File: config.mk
export PLATFORM = sky130hd
export DESIGN_NAME = jpeg_bit_packer_byte_stuffing
export DESIGN_NICKNAME = d
export VERILOG_FILES = /design/src/sv/jbps_pkg.sv /design/src/sv/jbps_front.sv /design/src/sv/jbps_fifo.sv /design/src/sv/jbps_back.sv /design/src/sv/jpeg_bit_packer_byte_stuffing.sv
export SDC_FILE = /design/constraint.sdc
export NUM_CORES = 1
export LEC_CHECK = 0
export ABC_AREA = 1
export BUFFER_PORTS_ARGS = -buffer_cell sky130_fd_sc_hd__clkbuf_2
export CORE_UTILIZATION = 50
export DETAILED_ROUTE_END_ITERATION = 8
export PLACE_DENSITY = 0.68
export SYNTH_ARGS = -nofsm -noshare
export SYNTH_HDL_FRONTEND = slang
export SYNTH_SLANG_ARGS = --single-unit
File: constraint.sdc
create_clock -name aclk -period 5.4 [get_ports aclk]
set_input_delay 0.27 -clock aclk [delete_from_list [all_inputs] [get_ports aclk]]
set_output_delay 0.27 -clock aclk [all_outputs]
set_load 0.005 [all_outputs]
File: src/sv/jbps_pkg.sv
package jbps_pkg;

    // Field widths of the request and result channels.
    localparam int CODE_WORD_W = 24;
    localparam int CODE_LEN_W  = 5;
    localparam int S_TDATA_W   = 32;
    localparam int BYTE_W      = 8;
    localparam int PEND_W      = 7;
    localparam int PCOUNT_W    = 3;

    // Default longest code word and depth of the job queue.
    localparam int MAX_CODE_LEN_DEF = 24;
    localparam int QUEUE_DEPTH_DEF  = 2;

    // Marker byte that triggers a stuffed zero, and the stuffed value.
    localparam logic [BYTE_W-1:0] BYTE_MARKER = 8'hFF;
    localparam logic [BYTE_W-1:0] BYTE_STUFF  = 8'h00;

    // Reset value of the stuffing enable register.
    localparam logic STUFF_ENABLE_RST = 1'b1;

endpackage

File: src/sv/jbps_front.sv
module jbps_front #(
    parameter int MAX_CODE_LEN = jbps_pkg::MAX_CODE_LEN_DEF,
    parameter int ACC_W        = MAX_CODE_LEN + jbps_pkg::PEND_W,
    parameter int NB_MAX       = ACC_W / 8,
    parameter int JOB_W        = NB_MAX * 8,
    parameter int CNT_W        = $clog2(NB_MAX + 1)
) (
    input  logic                                aclk,
    input  logic                                aresetn,
    input  logic                                req_valid,
    input  logic [jbps_pkg::CODE_WORD_W-1:0]    code_word,
    input  logic [jbps_pkg::CODE_LEN_W-1:0]     code_len,
    input  logic                                queue_full,
    output logic                                req_ready,
    output logic                                job_push,
    output logic [JOB_W-1:0]                    job_data,
    output logic [CNT_W-1:0]                    job_count
);

    localparam int TOT_W = $clog2(ACC_W + 1);
    localparam int SH_W  = $clog2(JOB_W + 1);

    logic [jbps_pkg::PEND_W-1:0]   pend_bits_reg;
    logic [jbps_pkg::PEND_W-1:0]   pend_bits_next;
    logic [jbps_pkg::PCOUNT_W-1:0] pend_count_reg;
    logic [jbps_pkg::PCOUNT_W-1:0] pend_count_next;

    logic [jbps_pkg::CODE_LEN_W-1:0] len_sat;
    logic [ACC_W-1:0]                word_mask;
    logic [ACC_W-1:0]                acc;
    logic [ACC_W-1:0]                whole;
    logic [TOT_W-1:0]                total;
    logic [SH_W-1:0]                 shamt;
    logic                            accept;

    assign req_ready = !queue_full;
    assign accept    = req_valid && req_ready;

    // Saturate the length, mask the word and join it behind the pending bits.
    always_comb begin
        if (code_len > jbps_pkg::CODE_LEN_W'(MAX_CODE_LEN)) begin
            len_sat = jbps_pkg::CODE_LEN_W'(MAX_CODE_LEN);
        end else begin
            len_sat = code_len;
        end
        word_mask = (ACC_W'(1) << len_sat) - ACC_W'(1);
        acc       = (ACC_W'(pend_bits_reg) << len_sat) | (ACC_W'(code_word) & word_mask);
        total     = TOT_W'(pend_count_reg) + TOT_W'(len_sat);
    end

    // Split into whole bytes, left aligned for the back end, and leftover bits.
    always_comb begin
        job_count       = CNT_W'(total >> 3);
        pend_count_next = total[jbps_pkg::PCOUNT_W-1:0];
        pend_bits_next  = acc[jbps_pkg::PEND_W-1:0]
                        & ((jbps_pkg::PEND_W'(1) << pend_count_next) - jbps_pkg::PEND_W'(1));
        whole           = acc >> pend_count_next;
        shamt           = SH_W'(JOB_W - 8 * int'(job_count));
        job_data        = JOB_W'(whole) << shamt;
        job_push        = accept && (job_count != '0);
    end

    // Pending bit state is updated as each request is accepted.
    always_ff @(posedge aclk) begin
        if (!aresetn) begin
            pend_bits_reg  <= '0;
            pend_count_reg <= '0;
        end else if (accept) begin
            pend_bits_reg  <= pend_bits_next;
            pend_count_reg <= pend_count_next;
        end
    end

endmodule

File: src/sv/jbps_fifo.sv
module jbps_fifo #(
    parameter int WIDTH = 8,
    parameter int DEPTH = jbps_pkg::QUEUE_DEPTH_DEF
) (
    input  logic             aclk,
    input  logic             aresetn,
    input  logic             push,
    input  logic [WIDTH-1:0] push_data,
    input  logic             pop,
    output logic [WIDTH-1:0] pop_data,
    output logic             full,
    output logic             empty
);

    localparam int PTR_W = (DEPTH > 1) ? $clog2(DEPTH) : 1;
    localparam int CNT_W = $clog2(DEPTH + 1);

    logic [WIDTH-1:0] entry_reg [DEPTH];
    logic [PTR_W-1:0] wr_ptr_reg;
    logic [PTR_W-1:0] wr_ptr_next;
    logic [PTR_W-1:0] rd_ptr_reg;
    logic [PTR_W-1:0] rd_ptr_next;
    logic [CNT_W-1:0] count_reg;
    logic [CNT_W-1:0] count_next;

    assign full     = (count_reg == CNT_W'(DEPTH));
    assign empty    = (count_reg == '0);
    assign pop_data = entry_reg[rd_ptr_reg];

    // Pointer and fill count bookkeeping with wrap at the queue depth.
    always_comb begin
        wr_ptr_next = wr_ptr_reg;
        rd_ptr_next = rd_ptr_reg;
        count_next  = count_reg;
        if (push) begin
            wr_ptr_next = (wr_ptr_reg == PTR_W'(DEPTH - 1)) ? '0 : wr_ptr_reg + PTR_W'(1);
        end
        if (pop) begin
            rd_ptr_next = (rd_ptr_reg == PTR_W'(DEPTH - 1)) ? '0 : rd_ptr_reg + PTR_W'(1);
        end
        if (push && !pop) begin
            count_next = count_reg + CNT_W'(1);
        end else if (pop && !push) begin
            count_next = count_reg - CNT_W'(1);
        end
    end

    always_ff @(posedge aclk) begin
        if (!aresetn) begin
            wr_ptr_reg <= '0;
            rd_ptr_reg <= '0;
            count_reg  <= '0;
        end else begin
            wr_ptr_reg <= wr_ptr_next;
            rd_ptr_reg <= rd_ptr_next;
            count_reg  <= count_next;
        end
    end

    // Storage holds payload only.
    always_ff @(posedge aclk) begin
        if (push) begin
            entry_reg[wr_ptr_reg] <= push_data;
        end
    end

endmodule

File: src/sv/jbps_back.sv
module jbps_back #(
    parameter int JOB_W = 24,
    parameter int CNT_W = 2
) (
    input  logic                          aclk,
    input  logic                          aresetn,
    input  logic                          stuff_enable,
    input  logic                          queue_empty,
    input  logic [JOB_W-1:0]              job_data,
    input  logic [CNT_W-1:0]              job_count,
    output logic                          queue_pop,
    output logic                          m_tvalid,
    input  logic                          m_tready,
    output logic [jbps_pkg::BYTE_W-1:0]   m_tdata,
    output logic                          m_tuser,
    output logic                          m_tlast
);

    logic [JOB_W-1:0]             cur_data_reg;
    logic [CNT_W-1:0]             cur_left_reg;
    logic                         stuff_pend_reg;
    logic                         out_valid_reg;
    logic [jbps_pkg::BYTE_W-1:0]  out_byte_reg;
    logic                         out_stuff_reg;
    logic                         out_last_reg;

    logic                         active;
    logic                         out_free;
    logic                         emit;
    logic [jbps_pkg::BYTE_W-1:0]  top_byte;
    logic                         need_stuff;

    assign active     = (cur_left_reg != '0) || stuff_pend_reg;
    assign out_free   = !out_valid_reg || m_tready;
    assign emit       = active && out_free;
    assign queue_pop  = !active && !queue_empty;
    assign top_byte   = cur_data_reg[JOB_W-1 -: jbps_pkg::BYTE_W];
    assign need_stuff = (top_byte == jbps_pkg::BYTE_MARKER) && stuff_enable;

    assign m_tvalid = out_valid_reg;
    assign m_tdata  = out_byte_reg;
    assign m_tuser  = out_stuff_reg;
    assign m_tlast  = out_last_reg;

    // Job sequencing: load a job when idle, then one byte or stuffed zero per cycle while the output is free.
    always_ff @(posedge aclk) begin
        if (!aresetn) begin
            cur_left_reg   <= '0;
            stuff_pend_reg <= 1'b0;
        end else if (queue_pop) begin
            cur_left_reg <= job_count;
        end else if (emit) begin
            if (stuff_pend_reg) begin
                stuff_pend_reg <= 1'b0;
            end else begin
                cur_left_reg   <= cur_left_reg - CNT_W'(1);
                stuff_pend_reg <= need_stuff;
            end
        end
    end

    // Byte shifter: the next byte always sits at the top.
    always_ff @(posedge aclk) begin
        if (queue_pop) begin
            cur_data_reg <= job_data;
        end else if (emit && !stuff_pend_reg) begin
            cur_data_reg <= cur_data_reg << jbps_pkg::BYTE_W;
        end
    end

    // Output register decouples the sequencer from a stalled receiver.
    always_ff @(posedge aclk) begin
        if (!aresetn) begin
            out_valid_reg <= 1'b0;
        end else if (out_free) begin
            out_valid_reg <= emit;
        end
    end

    always_ff @(posedge aclk) begin
        if (emit) begin
            if (stuff_pend_reg) begin
                out_byte_reg  <= jbps_pkg::BYTE_STUFF;
                out_stuff_reg <= 1'b1;
                out_last_reg  <= (cur_left_reg == '0);
            end else begin
                out_byte_reg  <= top_byte;
                out_stuff_reg <= 1'b0;
                out_last_reg  <= (cur_left_reg == CNT_W'(1)) && !need_stuff;
            end
        end
    end

endmodule

File: src/sv/jpeg_bit_packer_byte_stuffing.sv
// Bit packer for an entropy coded segment, with optional zero stuffing.
//
// Requests arrive on the s_ channel: a code word of up to 24 bits, right
// aligned, and its length. Bits are appended most significant first behind
// up to seven bits left from earlier requests. Every whole byte leaves on the
// m_ channel, oldest first; with stuffing enabled each 0xFF byte is followed
// by an inserted 0x00 flagged on m_tuser. m_tlast marks the final byte of a
// request. A request that completes no byte produces nothing.
//
// A front end classifies each request in its accept cycle and pushes a job
// into a two-entry queue; a back end drains jobs into an output register,
// one byte per cycle while that register is free. Each job is loaded, then
// its bytes and stuffed zeros go out in turn; this sequencer sets the rate.
// When the receiver stalls, the output register holds, the back end waits,
// and s_tready falls once the queue is full. Reset clears the pending bits,
// the queue and the output, and sets stuffing enabled. cfg_we writes bit
// cfg_wdata as the stuffing enable; the user must do so only while the
// block is idle, as the block itself does not enforce it.
module jpeg_bit_packer_byte_stuffing #(
    parameter int MAX_CODE_LEN = jbps_pkg::MAX_CODE_LEN_DEF,
    parameter int QUEUE_DEPTH  = jbps_pkg::QUEUE_DEPTH_DEF
) (
    input  logic                               aclk,
    input  logic                               aresetn,
    input  logic                               cfg_we,
    input  logic                               cfg_wdata,
    input  logic                               s_tvalid,
    output logic                               s_tready,
    // code_word [23:0], code_len [28:24], zero [31:29]
    input  logic [jbps_pkg::S_TDATA_W-1:0]     s_tdata,
    output logic                               m_tvalid,
    input  logic                               m_tready,
    // out_byte [7:0]
    output logic [jbps_pkg::BYTE_W-1:0]        m_tdata,
    // is_stuffing [0]
    output logic                               m_tuser,
    output logic                               m_tlast
);

    localparam int ACC_W  = MAX_CODE_LEN + jbps_pkg::PEND_W;
    localparam int NB_MAX = ACC_W / 8;
    localparam int JOB_W  = NB_MAX * 8;
    localparam int CNT_W  = $clog2(NB_MAX + 1);

    logic              stuff_enable_reg;
    logic              job_push;
    logic              queue_pop;
    logic              queue_full;
    logic              queue_empty;
    logic [JOB_W-1:0]  push_data;
    logic [CNT_W-1:0]  push_count;
    logic [JOB_W-1:0]  pop_data;
    logic [CNT_W-1:0]  pop_count;

    // Stuffing enable register.
    always_ff @(posedge aclk) begin
        if (!aresetn) begin
            stuff_enable_reg <= jbps_pkg::STUFF_ENABLE_RST;
        end else if (cfg_we) begin
            stuff_enable_reg <= cfg_wdata;
        end
    end

    jbps_front #(
        .MAX_CODE_LEN (MAX_CODE_LEN),
        .ACC_W        (ACC_W),
        .NB_MAX       (NB_MAX),
        .JOB_W        (JOB_W),
        .CNT_W        (CNT_W)
    ) u_front (
        .aclk       (aclk),
        .aresetn    (aresetn),
        .req_valid  (s_tvalid),
        .code_word  (s_tdata[jbps_pkg::CODE_WORD_W-1:0]),
        .code_len   (s_tdata[jbps_pkg::CODE_WORD_W +: jbps_pkg::CODE_LEN_W]),
        .queue_full (queue_full),
        .req_ready  (s_tready),
        .job_push   (job_push),
        .job_data   (push_data),
        .job_count  (push_count)
    );

    jbps_fifo #(
        .WIDTH (JOB_W + CNT_W),
        .DEPTH (QUEUE_DEPTH)
    ) u_queue (
        .aclk      (aclk),
        .aresetn   (aresetn),
        .push      (job_push),
        .push_data ({push_count, push_data}),
        .pop       (queue_pop),
        .pop_data  ({pop_count, pop_data}),
        .full      (queue_full),
        .empty     (queue_empty)
    );

    jbps_back #(
        .JOB_W (JOB_W),
        .CNT_W (CNT_W)
    ) u_back (
        .aclk         (aclk),
        .aresetn      (aresetn),
        .stuff_enable (stuff_enable_reg),
        .queue_empty  (queue_empty),
        .job_data     (pop_data),
        .job_count    (pop_count),
        .queue_pop    (queue_pop),
        .m_tvalid     (m_tvalid),
        .m_tready     (m_tready),
        .m_tdata      (m_tdata),
        .m_tuser      (m_tuser),
        .m_tlast      (m_tlast)
    );

endmodule
==> metrics.md, run 1 <==
| Metric | Value |
|---|---|
| DRT antenna net count | `0` |
| Total CTS buffers | `9` |
| CP startpoint kind | `input pin` |
| Hold Path Class | `input pin to register` |
| Number of cell rows | `42` |
| Crit share post-route | `70.41%` |
| Comb power frac | `42.0%` |
| Layout cells sized above 1 | `10.87%` |
| Worst clock skew | `0.008095 ns` |
| GR Overflow Total | `0` |
| Mapped Cells | `971` |
| Final Max Slew Viols | `0` |
| Post-synth EDFFs | `86` |
| Worst rel slew slack | `46.20%` |
| CTS max path bufs | `2` |
| Post-DP HPWL | `13.77 mm` |
| Core ar. | `13450 µm²` |
| Post-synth top area cell | `edfxtp_1` |
| Yosys cell types | `43` |
| Power Dens Cells | `456.4 nW/µm²` |
| Post-CTS Setup Inserts | `0` |
| NetSw | `1.422 mW` |
| Area grow syn2layout | `8.650%` |
| Crit Path Max Fanout | `22` |
| DP Worst Slack | `1.273 ns` |
| Peak Freq | `0.2630 GHz` |
| Post-synth top area share | `36.81%` |
| Mapped Nets | `1015` |
| # diodes | `0` |
| Worst path required time | `5.64 ns` |
| Max FFs per register | `52` |
| Ys async rst share | `0%` |
| Ys Warns | `0` |
| Vias in the first global route | `6084` |
| Status | `finished, final reports clean` |
| Final setup viols | `0` |
| Pre-Repair DR Iteration Count | `4` |
| Nets | `1033` |
| Critical path type | `input pin to register` |
| Maximum vdd drop | `0.1646 mV` |
| Initial DRC Count | `529` |
| Final hold violation count | `0` |
| Maximum Capacitance Violations | `0` |
| CP Capture Type | `register` |
| I/O pins | `50` |
| Setup TNS | `0 ns` |
| PostCTS Resize Cnt | `0` |
| Sink Count | `106` |
| PortBufs | `46` |
| Arrival @ worst endpoint | `4.04 ns` |
| Via count | `6655` |
| Sequential share of power | `38.2%` |
| RD Place Congestion | `0.9671` |
| Min Tclk post-route | `3.802 ns` |
| Initial Util | `52.15%` |
| Synth Flop Type | `edfxtp_1` |
| # fillers | `1346` |
| Clk slew on worst S/H paths | `0.07 ns` |
| Initial antenna violation count | `0` |
| First-pass GRT wire length | `30.52 mm` |
| Largest net degree at the start of global routing | `39` |
| Design Power | `3.479 mW` |
| Vias/cell | `5.688` |
| CTS root buf | `clkbuf_16` |
| Mean routed wirelength per cell | `16.01 µm` |
| Critical path cell sequence | `clkbuf_2, nand2_2, inv_2, nand2_2, nand2_2, inv_2, or2_1, nand2_1, inv_1, ha_1, inv_1, nand2_1, nand2_2, a21oi_4, xor2_4, inv_2, o21ai_2, inv_2, ha_1, a21oi_1, o21ai_0, o21ai_0, a21oi_1` |
| Top cells by area, synth | `edfxtp_1, nand2_1, nand3_1` |
| Avg Synthesized Cell Area | `7.225 µm²` |
| Internal Power | `2.057 mW` |
| CTS Hold Bufs | `0` |
| Post-Synthesis Cell Area | `7015 µm²` |
| Die Y-Extent | `120.5 µm` |
| H-tree level count | `3` |
| Leak pwr | `3.429 nW` |
| Crit path max-delay cell type | `xor2_4` |
| Seq/Total Area, Yosys | `42.52%` |
| Die W | `120.5 µm` |
| Worst Slack Setup Final | `1.598 ns` |
| DRT Wirelength | `18.73 mm` |
| Clock power frac | `19.8%` |
| CTS tree | `built` |
| Die area | `14510 µm²` |
| Worst-Margin Slew | `0.8061 ns` |
| Switching part of the total | `40.87%` |
| Clock latency on the worst-skew pair | `0.35 ns` |
| Number of remaining DRC errors | `0` |
| Global-route usage over all layers | `26.98%` |
| Crit-path max cell delay | `0.46 ns` |
| Yosys reg bits | `106` |
| Unrepaired setup endpoints after global routing | `no` |
cell type report:
cell class	count	area, µm²	area share, %
timing repair buffer	60	335.3	4.399
tap	176	220.2	2.889
multi-input combinational	727	3445	45.19
clock buffer	9	225.2	2.955
inverter	85	319.1	4.186
clock inverter	7	95.09	1.248
sequential	106	2983	39.13
critical path, delay by kind of cell:
kind / cells / cell delay, ns
AOI/OAI and AO/OA: 6 / 0.81
buffers and inverters: 7 / 1.05
and+or+nand+nor: 7 / 0.94
adders and majority gates: 2 / 0.50
xor gates and xnor gates: 1 / 0.46
power groups by stage:
| stage | clock [mW] | combinational (mW) | sequential, mW |
|---|---|---|---|
| 2_1_floorplan | 0 | 1.05 | 1.33 |
| 3_3_place_gp | 0 | 1.44 | 1.34 |
| 3_5_place_dp | 0 | 1.45 | 1.35 |
| 4_1_cts | 0.697 | 1.46 | 1.33 |
| 5_1_grt | 0.728 | 1.66 | 1.35 |
| 6_report | 0.690 | 1.46 | 1.33 |
metal layers:
layer	track usage [%]	vias up	part of all wire [%]	wire length [µm]
li1	-	3338	-	-
met1	36.26	3082	46	8525
met2	44.68	201	47	8792
met3	3.255	34	5.0	935
met4	9.954	0	2.6	480
met5	0	-	0	0
placed cells by master (no fill, tap or decap), types with 2 or more instances in the layout:
master,count
edfxtp_1,86
o211ai_1,8
clkinv_4,2
clkbuf_16,9
buf_4,14
or2_1,2
nand2_1,267
o21ai_1,6
nand2_2,7
nor3_1,7
nor2_1,91
nor2_2,4
inv_1,75
inv_2,8
inv_8,2
a211oi_1,2
and3_1,2
dfxtp_1,20
o21ai_0,42
clkbuf_2,46
a21oi_1,36
clkinv_1,2
nand3_1,183
o21ai_2,2
o22ai_1,2
nand4_1,19
ha_1,6
a31oi_1,23
or2_2,3
a21oi_2,2
metrics by stage:
step / cell area [µm²] / util (%) / hold slack [ns] / std cells
after floorplan: 7015 / - / 0.3704 / 971
after global placement: 7302 / 54.28 / 0.4389 / 1154
after detailed placement: 7302 / 54.28 / 0.4455 / 1154
after CTS: 7622 / 56.66 / 0.1301 / 1170
after global routing: 7622 / 56.66 / 0.1456 / 1170
final: 7622 / 56.66 / 0.1357 / 1170
path summary, 6_finish.rpt:
kind,from,end,slack (ns),cells past startpoint
hold / removal,cfg_we,stuff_enable_reg$_SDFFE_PN1P_,0.14,2
setup reg to reg,u_front.pend_count_reg[1]$_SDFFE_PN0P_,u_queue.count_reg[1]$_SDFFE_PN0P_,2.27,17
setup / recovery,s_tdata[27],u_queue.count_reg[1]$_SDFFE_PN0P_,1.60,23
hold reg to reg,u_queue.rd_ptr_reg$_SDFFE_PN0P_,u_queue.rd_ptr_reg$_SDFFE_PN0P_,0.45,1
cell usage after synthesis, types with 6 or more instances:
cell	instances
a21oi_1	37
a31oi_1	23
buf_2	12
buf_4	9
clkbuf_1	25
dfxtp_1	20
edfxtp_1	86
ha_1	6
inv_1	75
inv_2	8
nand2_1	267
nand2_2	7
nand3_1	183
nand4_1	19
nor2_1	93
nor3_1	7
o211ai_1	8
o21ai_0	42
o21ai_1	6
kinds of logic (layout without fill, tap and decap cells):
logic type / Yosys count / in the layout / synth area share, %
flops: 106 / 106 / 42.52
xor+xnor: 2 / 2 / 0.6243
buf+inv: 138 / 161 / 8.507
fa+ha+maj: 6 / 6 / 1.070
compound gates: 128 / 128 / 10.43
simple gates: 591 / 591 / 36.85
No activity file was read; power rests on OpenSTA's default activity.
==> run 2, diff against run 1 <==
--- a/config.mk
+++ b/config.mk
@@ -5,7 +5,7 @@
 export SDC_FILE = /design/constraint.sdc
 export NUM_CORES = 1
 export LEC_CHECK = 0
-export ABC_AREA = 1
+export ABC_AREA = 0
 export BUFFER_PORTS_ARGS = -buffer_cell sky130_fd_sc_hd__clkbuf_2
 export CORE_UTILIZATION = 50
 export DETAILED_ROUTE_END_ITERATION = 8
==> constraint.sdc (replaced) <==
create_clock -name aclk -period 3.6 [get_ports aclk]
set_input_delay 0.18 -clock aclk [delete_from_list [all_inputs] [get_ports aclk]]
set_output_delay 0.18 -clock aclk [all_outputs]
set_load 0.005 [all_outputs]
==> metrics.md, run 2 <==
| Metric | Value |
|---|---|
| Via count | `6830 (was 6655)` |
| CTS Hold Bufs | `0 (unchanged)` |
| Largest net degree at the start of global routing | `51 (was 39)` |
| Die Y-Extent | `126.9 µm (was 120.5 µm)` |
| Peak Freq | `0.3246 GHz` |
| Synth Area in Adders | `0.9629% (was 1.070%)` |
| First-pass GRT wire length | `36.20 mm (was 30.52 mm)` |
| Clk slew on worst S/H paths | `0.07 ns (about the same)` |
| Die area | `16100 µm² (was 14510 µm²)` |
| Post-synth top area share | `33.12% (was 36.81%)` |
| Yosys cell types | `99 (was 43)` |
| Crit share post-route | `85.57%` |
| Number of cell rows | `45 (was 42)` |
| Post-synth top area cell | `edfxtp_1 (unchanged)` |
| RD Place Congestion | `0.9515 (was 0.9671)` |
| Layout cells sized above 1 | `19.69% (was 10.87%)` |
| Die W | `126.9 µm (was 120.5 µm)` |
| DRT Wirelength | `23.44 mm (was 18.73 mm)` |
| Initial antenna violation count | `0 (unchanged)` |
| Crit Path Max Fanout | `11 (was 22)` |
| # fillers | `1357 (was 1346)` |
| Most frequent cells in the layout | `edfxtp_1, nand2_1, nor2_1 (was nand2_1, nand3_1, nor2_1)` |
| Maximum vdd drop | `0.3476 mV (was 0.1646 mV)` |
| Total CTS buffers | `9 (unchanged)` |
| Maximum Capacitance Violations | `0 (unchanged)` |
| Ys Warns | `0 (unchanged)` |
| Initial Util | `51.28% (was 52.15%)` |
| Max FFs per register | `52 (unchanged)` |
| Worst-Margin Slew | `0.8654 ns (was 0.8061 ns)` |
| Sink Count | `106 (unchanged)` |
| Post-synth EDFFs | `86 (unchanged)` |
| Hold_ws | `0.04935 ns (was 0.1357 ns)` |
| CP startpoint kind | `register (was input pin)` |
| Setup TNS | `0 ns (unchanged)` |
| Design Power | `5.288 mW (was 3.479 mW)` |
| Final Max Slew Viols | `0 (unchanged)` |
| DRT antenna net count | `0 (unchanged)` |
| Post-Synthesis Cell Area | `7796 µm² (was 7015 µm²)` |
| Mean routed wirelength per cell | `22.63 µm (was 16.01 µm)` |
| CTS max path bufs | `2 (unchanged)` |
| Final core occ | `56.07% (was 56.66%)` |
| Min Tclk post-route | `3.081 ns` |
| DP Area | `8229 µm² (was 7302 µm²)` |
| Status | `finished, final reports clean (unchanged)` |
| I/O pins | `50 (unchanged)` |
| Post-DP HPWL | `17.23 mm (was 13.77 mm)` |
| Share of synthesized area spent on multiplexers | `10.64% (was 0%)` |
| Area grow syn2layout | `9.340% (was 8.650%)` |
| Initial DRC Count | `745 (was 529)` |
| Final setup viols | `0 (unchanged)` |
| Global-route usage over all layers | `29.61% (was 26.98%)` |
| Yosys reg bits | `106 (unchanged)` |
| Synth Flop Type | `edfxtp_1 (unchanged)` |
| Hold Path Class | `input pin to register (unchanged)` |
| Mapped Nets | `862 (was 1015)` |
| Ys async rst share | `0% (unchanged)` |
| Sequential cell area | `2983 µm² (unchanged)` |
| PortBufs | `46 (unchanged)` |
| Post-layout instance area | `8524 µm² (was 7622 µm²)` |
| Seq/Total Area, Yosys | `38.26% (was 42.52%)` |
| GR Overflow Total | `0 (unchanged)` |
| Worst clock skew | `0.007705 ns (was 0.008095 ns)` |
| Vias/cell | `6.593 (was 5.688)` |
| Worst path required time | `3.74 ns (was 5.64 ns)` |
| Number of remaining DRC errors | `0 (unchanged)` |
| Commonest non-fill, non-tap cell in the layout | `edfxtp_1 (was nand2_1)` |
| Power Dens Cells | `620.4 nW/µm² (was 456.4 nW/µm²)` |
| Mapped Cells | `818 (was 971)` |
| Synth cell count leaders | `edfxtp_1, nand2_1, nor2_1, mux2i_1, o21ai_0 (was nand2_1, nand3_1, nor2_1, edfxtp_1, inv_1)` |
| Post-CTS Setup Inserts | `0 (unchanged)` |
| Unrepaired setup endpoints after global routing | `no (unchanged)` |
| Critical path type | `register to register (was input pin to register)` |
| Top cells by area, synth | `edfxtp_1, mux2i_1, dfxtp_1 (was edfxtp_1, nand2_1, nand3_1)` |
| CTS tree | `built (unchanged)` |
| CTS root buf | `clkbuf_16 (unchanged)` |
| Core ar. | `15200 µm² (was 13450 µm²)` |
| Leak pwr | `3.072 nW (was 3.429 nW)` |
| Clock latency on the worst-skew pair | `0.35 ns (about the same)` |
| Xor/xnor share of the synthesized area | `2.038% (was 0.6242%)` |
| Final hold violation count | `0 (unchanged)` |
| Reg-to-reg slack, setup | `0.52 ns (was 2.27 ns)` |
| H-tree level count | `3 (unchanged)` |
| CP Capture Type | `register (unchanged)` |
| Arrival @ worst endpoint | `3.22 ns (was 4.04 ns)` |
| Nets | `887 (was 1033)` |
| Compound-Gate Fraction of Synth Area | `23.59% (was 10.43%)` |
| # diodes | `0 (unchanged)` |
| Avg Synthesized Cell Area | `9.531 µm² (was 7.225 µm²)` |
| Vias in the first global route | `6370 (was 6084)` |
| Largest family of logic cells by synthesized area | `compound AO/OA/AOI/OAI gates (was simple AND/OR/NAND/NOR gates)` |
| Most frequent cell after synthesis | `edfxtp_1 (was nand2_1)` |
| Multi-input logic area | `4358 µm² (was 3445 µm²)` |
| Worst rel slew slack | `42.23% (was 46.20%)` |
| Post-Synth Simple-Gate Area | `18.22% (was 36.85%)` |
| Pre-Repair DR Iteration Count | `6 (was 4)` |
| PostCTS Resize Cnt | `0 (unchanged)` |
## run 2: critical path, cell delays in order, from the launching register on
cell and delay [ns]:
dfxtp_1 0.62, mux2i_1 0.14, o31ai_1 0.73, o21ai_0 0.26, a32o_1 0.31, mux2i_1 0.37
mux2i_1 0.15, o221ai_1 0.30
## run 2: path summary, 6_finish.rpt
path	start	end	depth (start not counted)
max	u_front.pend_bits_reg[6]$_SDFFE_PN0P_	u_queue.entry_reg[0][19]$_DFFE_PP_	7
min	cfg_wdata	stuff_enable_reg$_SDFFE_PN1P_	3
max reg2reg	u_front.pend_bits_reg[6]$_SDFFE_PN0P_	u_queue.entry_reg[0][19]$_DFFE_PP_	7
min reg2reg	stuff_enable_reg$_SDFFE_PN1P_	stuff_enable_reg$_SDFFE_PN1P_	2
## run 2: layout make-up
| class | count | share of cell area (%) |
|---|---|---|
| Tap cell | 188 | 2.759 |
| Inverter | 16 | 0.7045 |
| Multi-Input combinational cell | 619 | 51.12 |
| Sequential cell | 106 | 34.99 |
| Clock inverter | 7 | 0.8220 |
| Clock buffer | 9 | 2.642 |
| Timing Repair Buffer | 91 | 6.957 |
## run 2: power breakdown
| group | internal, mW | total (mW) | switching, mW |
|---|---|---|---|
| Combinational | 0.887 | 2.31 | 1.43 |
| Sequential | 1.84 | 2.03 | 0.184 |
| Clock | 0.488 | 0.947 | 0.460 |
| Total | 3.22 | 5.29 | 2.07 |
## run 2: cells by family after synthesis
logic type	Yosys count
simple gates	286
buf+inv	93
compound gates	241
fa+ha+maj	6
mux	73
xor+xnor	13
flops	106
## run 2: layer usage
| layer | GRT usage [%] | part of all wire [%] |
|---|---|---|
| met4 | 9.874 | 2.6 |
| met5 | 0 | 0 |
| met1 | 41.85 | 46 |
| met3 | 5.188 | 7.5 |
| met2 | 45.90 | 44 |
## run 2: per-stage QoR
stage,cells,setup WS (ns)
4_1_cts,1036,0.6089
6_report,1036,0.5195
3_3_place_gp,1020,0.3127
3_5_place_dp,1020,0.2618
5_1_grt,1036,0.3505
2_1_floorplan,818,0.03608
==> run 3, diff against run 2 <==
--- a/config.mk
+++ b/config.mk
@@ -10,6 +10,7 @@
 export CORE_UTILIZATION = 50
 export DETAILED_ROUTE_END_ITERATION = 8
 export PLACE_DENSITY = 0.68
+export RECOVER_POWER = 100
 export SYNTH_ARGS = -nofsm -noshare
 export SYNTH_HDL_FRONTEND = slang
 export SYNTH_SLANG_ARGS = --single-unit
==> metrics.md, run 3 (synthesis gave the netlist of run 2 again) <==
| Metric | Value |
|---|---|
| Initial DRC Count | `745 (unchanged)` |
| Design Power | `5.248 mW (was 5.288 mW)` |
| PostCTS Resize Cnt | `0 (unchanged)` |
| CTS root buf | `clkbuf_16 (unchanged)` |
| Largest delay share family, worst path | `compound AO/OA/AOI/OAI gates (unchanged)` |
| Crit Path Max Fanout | `23 (was 11)` |
| CP startpoint kind | `input pin (was register)` |
| Maximum Capacitance Violations | `0 (unchanged)` |
| Arrival @ worst endpoint | `3.47 ns (was 3.22 ns)` |
| Initial Util | `51.28% (unchanged)` |
| CP Depth | `12 (was 7)` |
| Power Dens Cells | `618.9 nW/µm² (was 620.4 nW/µm²)` |
| Hold_ws | `0.05008 ns (was 0.04935 ns)` |
| CTS Hold Bufs | `0 (unchanged)` |
| Area grow syn2layout | `8.763% (was 9.340%)` |
| Most frequent cells in the layout | `edfxtp_1, nand2_1, nor2_1 (unchanged)` |
| Initial antenna violation count | `0 (unchanged)` |
| Crit-path max cell delay | `0.42 ns (was 0.73 ns)` |
| Worst path required time | `3.74 ns (about the same)` |
| DRT antenna net count | `0 (unchanged)` |
| CP Capture Type | `register (unchanged)` |
| R2r startpoint | `u_front.pend_count_reg[1]$_SDFFE_PN0P_ (was u_front.pend_bits_reg[6]$_SDFFE_PN0P_)` |
| Final hold violation count | `0 (unchanged)` |
| Min Tclk post-route | `3.334 ns (was 3.081 ns)` |
| Critical path cell sequence | `clkbuf_2, buf_4, a21bo_1, xnor2_1, ha_1, a21oi_1, xor2_1, buf_4, buf_4, mux2i_1, mux2i_1, o221ai_1 (was mux2i_1, o31ai_1, o21ai_0, a32o_1, mux2i_1, mux2i_1, o221ai_1)` |
| CTS max path bufs | `2 (unchanged)` |
| Via count | `6807 (was 6830)` |
| Worst clock skew | `0.008300 ns (was 0.007705 ns)` |
| Sink Count | `106 (unchanged)` |
| Peak Freq | `0.2999 GHz (was 0.3246 GHz)` |
| RD Place Congestion | `0.9515 (unchanged)` |
| Post-layout instance area | `8479 µm² (was 8524 µm²)` |
| Unrepaired setup endpoints after global routing | `no (unchanged)` |
| Post-CTS Setup Inserts | `0 (unchanged)` |
| Die area | `16100 µm² (unchanged)` |
| Clock latency on the worst-skew pair | `0.35 ns (about the same)` |
| Setup crit end | `u_queue.entry_reg[0][19]$_DFFE_PP_ (unchanged)` |
| Crit path launch | `s_tdata[28] (was u_front.pend_bits_reg[6]$_SDFFE_PN0P_)` |
| Global-route usage over all layers | `29.61% (unchanged)` |
| Leak pwr | `3.041 nW (was 3.072 nW)` |
| Final Max Slew Viols | `0 (unchanged)` |
| CP most frequent cell | `buf_4 (was mux2i_1)` |
| DRT Wirelength | `23.36 mm (was 23.44 mm)` |
| Number of remaining DRC errors | `0 (unchanged)` |
| R2R depth | `9 (was 7)` |
| Commonest non-fill, non-tap cell in the layout | `edfxtp_1 (unchanged)` |
| Vias/cell | `6.570 (was 6.593)` |
| Largest net degree at the start of global routing | `51 (unchanged)` |
| Die W | `126.9 µm (unchanged)` |
| Die Y-Extent | `126.9 µm (unchanged)` |
| Final setup viols | `0 (unchanged)` |
| Total CTS buffers | `9 (unchanged)` |
| Setup TNS | `0 ns (unchanged)` |
| Crit path max-delay cell type | `a21oi_1 (was o31ai_1)` |
| Reg-to-reg slack, setup | `0.41 ns (was 0.52 ns)` |
| Worst-Margin Slew | `1.391 ns (was 0.8654 ns)` |
| Critical path type | `input pin to register (was register to register)` |
| Pre-Repair DR Iteration Count | `6 (unchanged)` |
| H-tree level count | `3 (unchanged)` |
| DP Area | `8229 µm² (unchanged)` |
| Worst path bufs/invs | `4 (was 0)` |
| Maximum vdd drop | `0.3487 mV (was 0.3476 mV)` |
| Layout cells sized above 1 | `18.04% (was 19.69%)` |
| Hold Path Class | `input pin to register (unchanged)` |
| Clk slew on worst S/H paths | `0.07 ns (about the same)` |
| I/O pins | `50 (unchanged)` |
| Crit share post-route | `92.62% (was 85.57%)` |
| Number of cell rows | `45 (unchanged)` |
| Mean routed wirelength per cell | `22.55 µm (was 22.63 µm)` |
| PortBufs | `46 (unchanged)` |
| Worst rel slew slack | `7.288% (was 42.23%)` |
| Status | `finished, final reports clean (unchanged)` |
| Max FFs per register | `52 (unchanged)` |
| Terminus of the critical flop-to-flop path | `u_queue.entry_reg[0][19]$_DFFE_PP_ (unchanged)` |
| Post-DP HPWL | `17.23 mm (unchanged)` |
| # diodes | `0 (unchanged)` |
| CTS tree | `built (unchanged)` |
| Core ar. | `15200 µm² (unchanged)` |
| First-pass GRT wire length | `36.20 mm (unchanged)` |
| # fillers | `1369 (was 1357)` |
| Vias in the first global route | `6370 (unchanged)` |
| Nets | `887 (unchanged)` |
| GR Overflow Total | `0 (unchanged)` |
[run 3: final cells by class]
cell class	count	area [µm²]	area share [%]
clock buffers	9	225.2	2.656
clock inverters	7	70.07	0.8263
inverters	16	60.06	0.7083
multi-input cells	619	4335	51.13
flip-flops and latches	106	2983	35.18
well taps	188	235.2	2.774
repair buffers	91	570.5	6.729
[run 3: per-layer routing]
metal	wire length [µm]	GRT usage, %
met1	10400	41.85
met2	10460	45.90
met3	1907	5.188
met4	588	9.874
met5	0	0
[run 3: tightest hold or removal path, delay by kind of cell]
family / cells / cell delay [ns]
muxes: 1 / 0.06
buffers and inverters: 1 / 0.08
and+or+nand+nor: 1 / 0.06
[run 3: where the power goes]
part	switching [mW]	leakage, nW	internal (mW)
Clock	0.458	0.143	0.488
Combinational	1.41	1.91	0.857
Sequential	0.182	0.992	1.85
[run 3: how the worst min path moves through the flow]
stage | from | end | slack [ns] | cells after the start
3_3_place_gp | cfg_wdata | stuff_enable_reg$_SDFFE_PN1P_ | 0.40 | 3
6_report | cfg_wdata | stuff_enable_reg$_SDFFE_PN1P_ | 0.05 | 3
5_1_grt | cfg_wdata | stuff_enable_reg$_SDFFE_PN1P_ | 0.08 | 3
2_1_floorplan | cfg_wdata | stuff_enable_reg$_SDFFE_PN1P_ | 0.31 | 2
4_1_cts | cfg_wdata | stuff_enable_reg$_SDFFE_PN1P_ | 0.04 | 3
3_5_place_dp | cfg_wdata | stuff_enable_reg$_SDFFE_PN1P_ | 0.41 | 3
[run 3: stage by stage]
| stage | utilization [%] | worst slack [ns] | std cells |
|---|---|---|---|
| 6_report | 55.78 | 0.2657 | 1036 |
| 5_1_grt | 55.78 | 0.1806 | 1036 |
| 4_1_cts | 56.07 | 0.6089 | 1036 |
| 3_5_place_dp | 54.13 | 0.2618 | 1020 |
| 3_3_place_gp | 54.13 | 0.3127 | 1020 |
| 2_1_floorplan | - | 0.03608 | 818 |
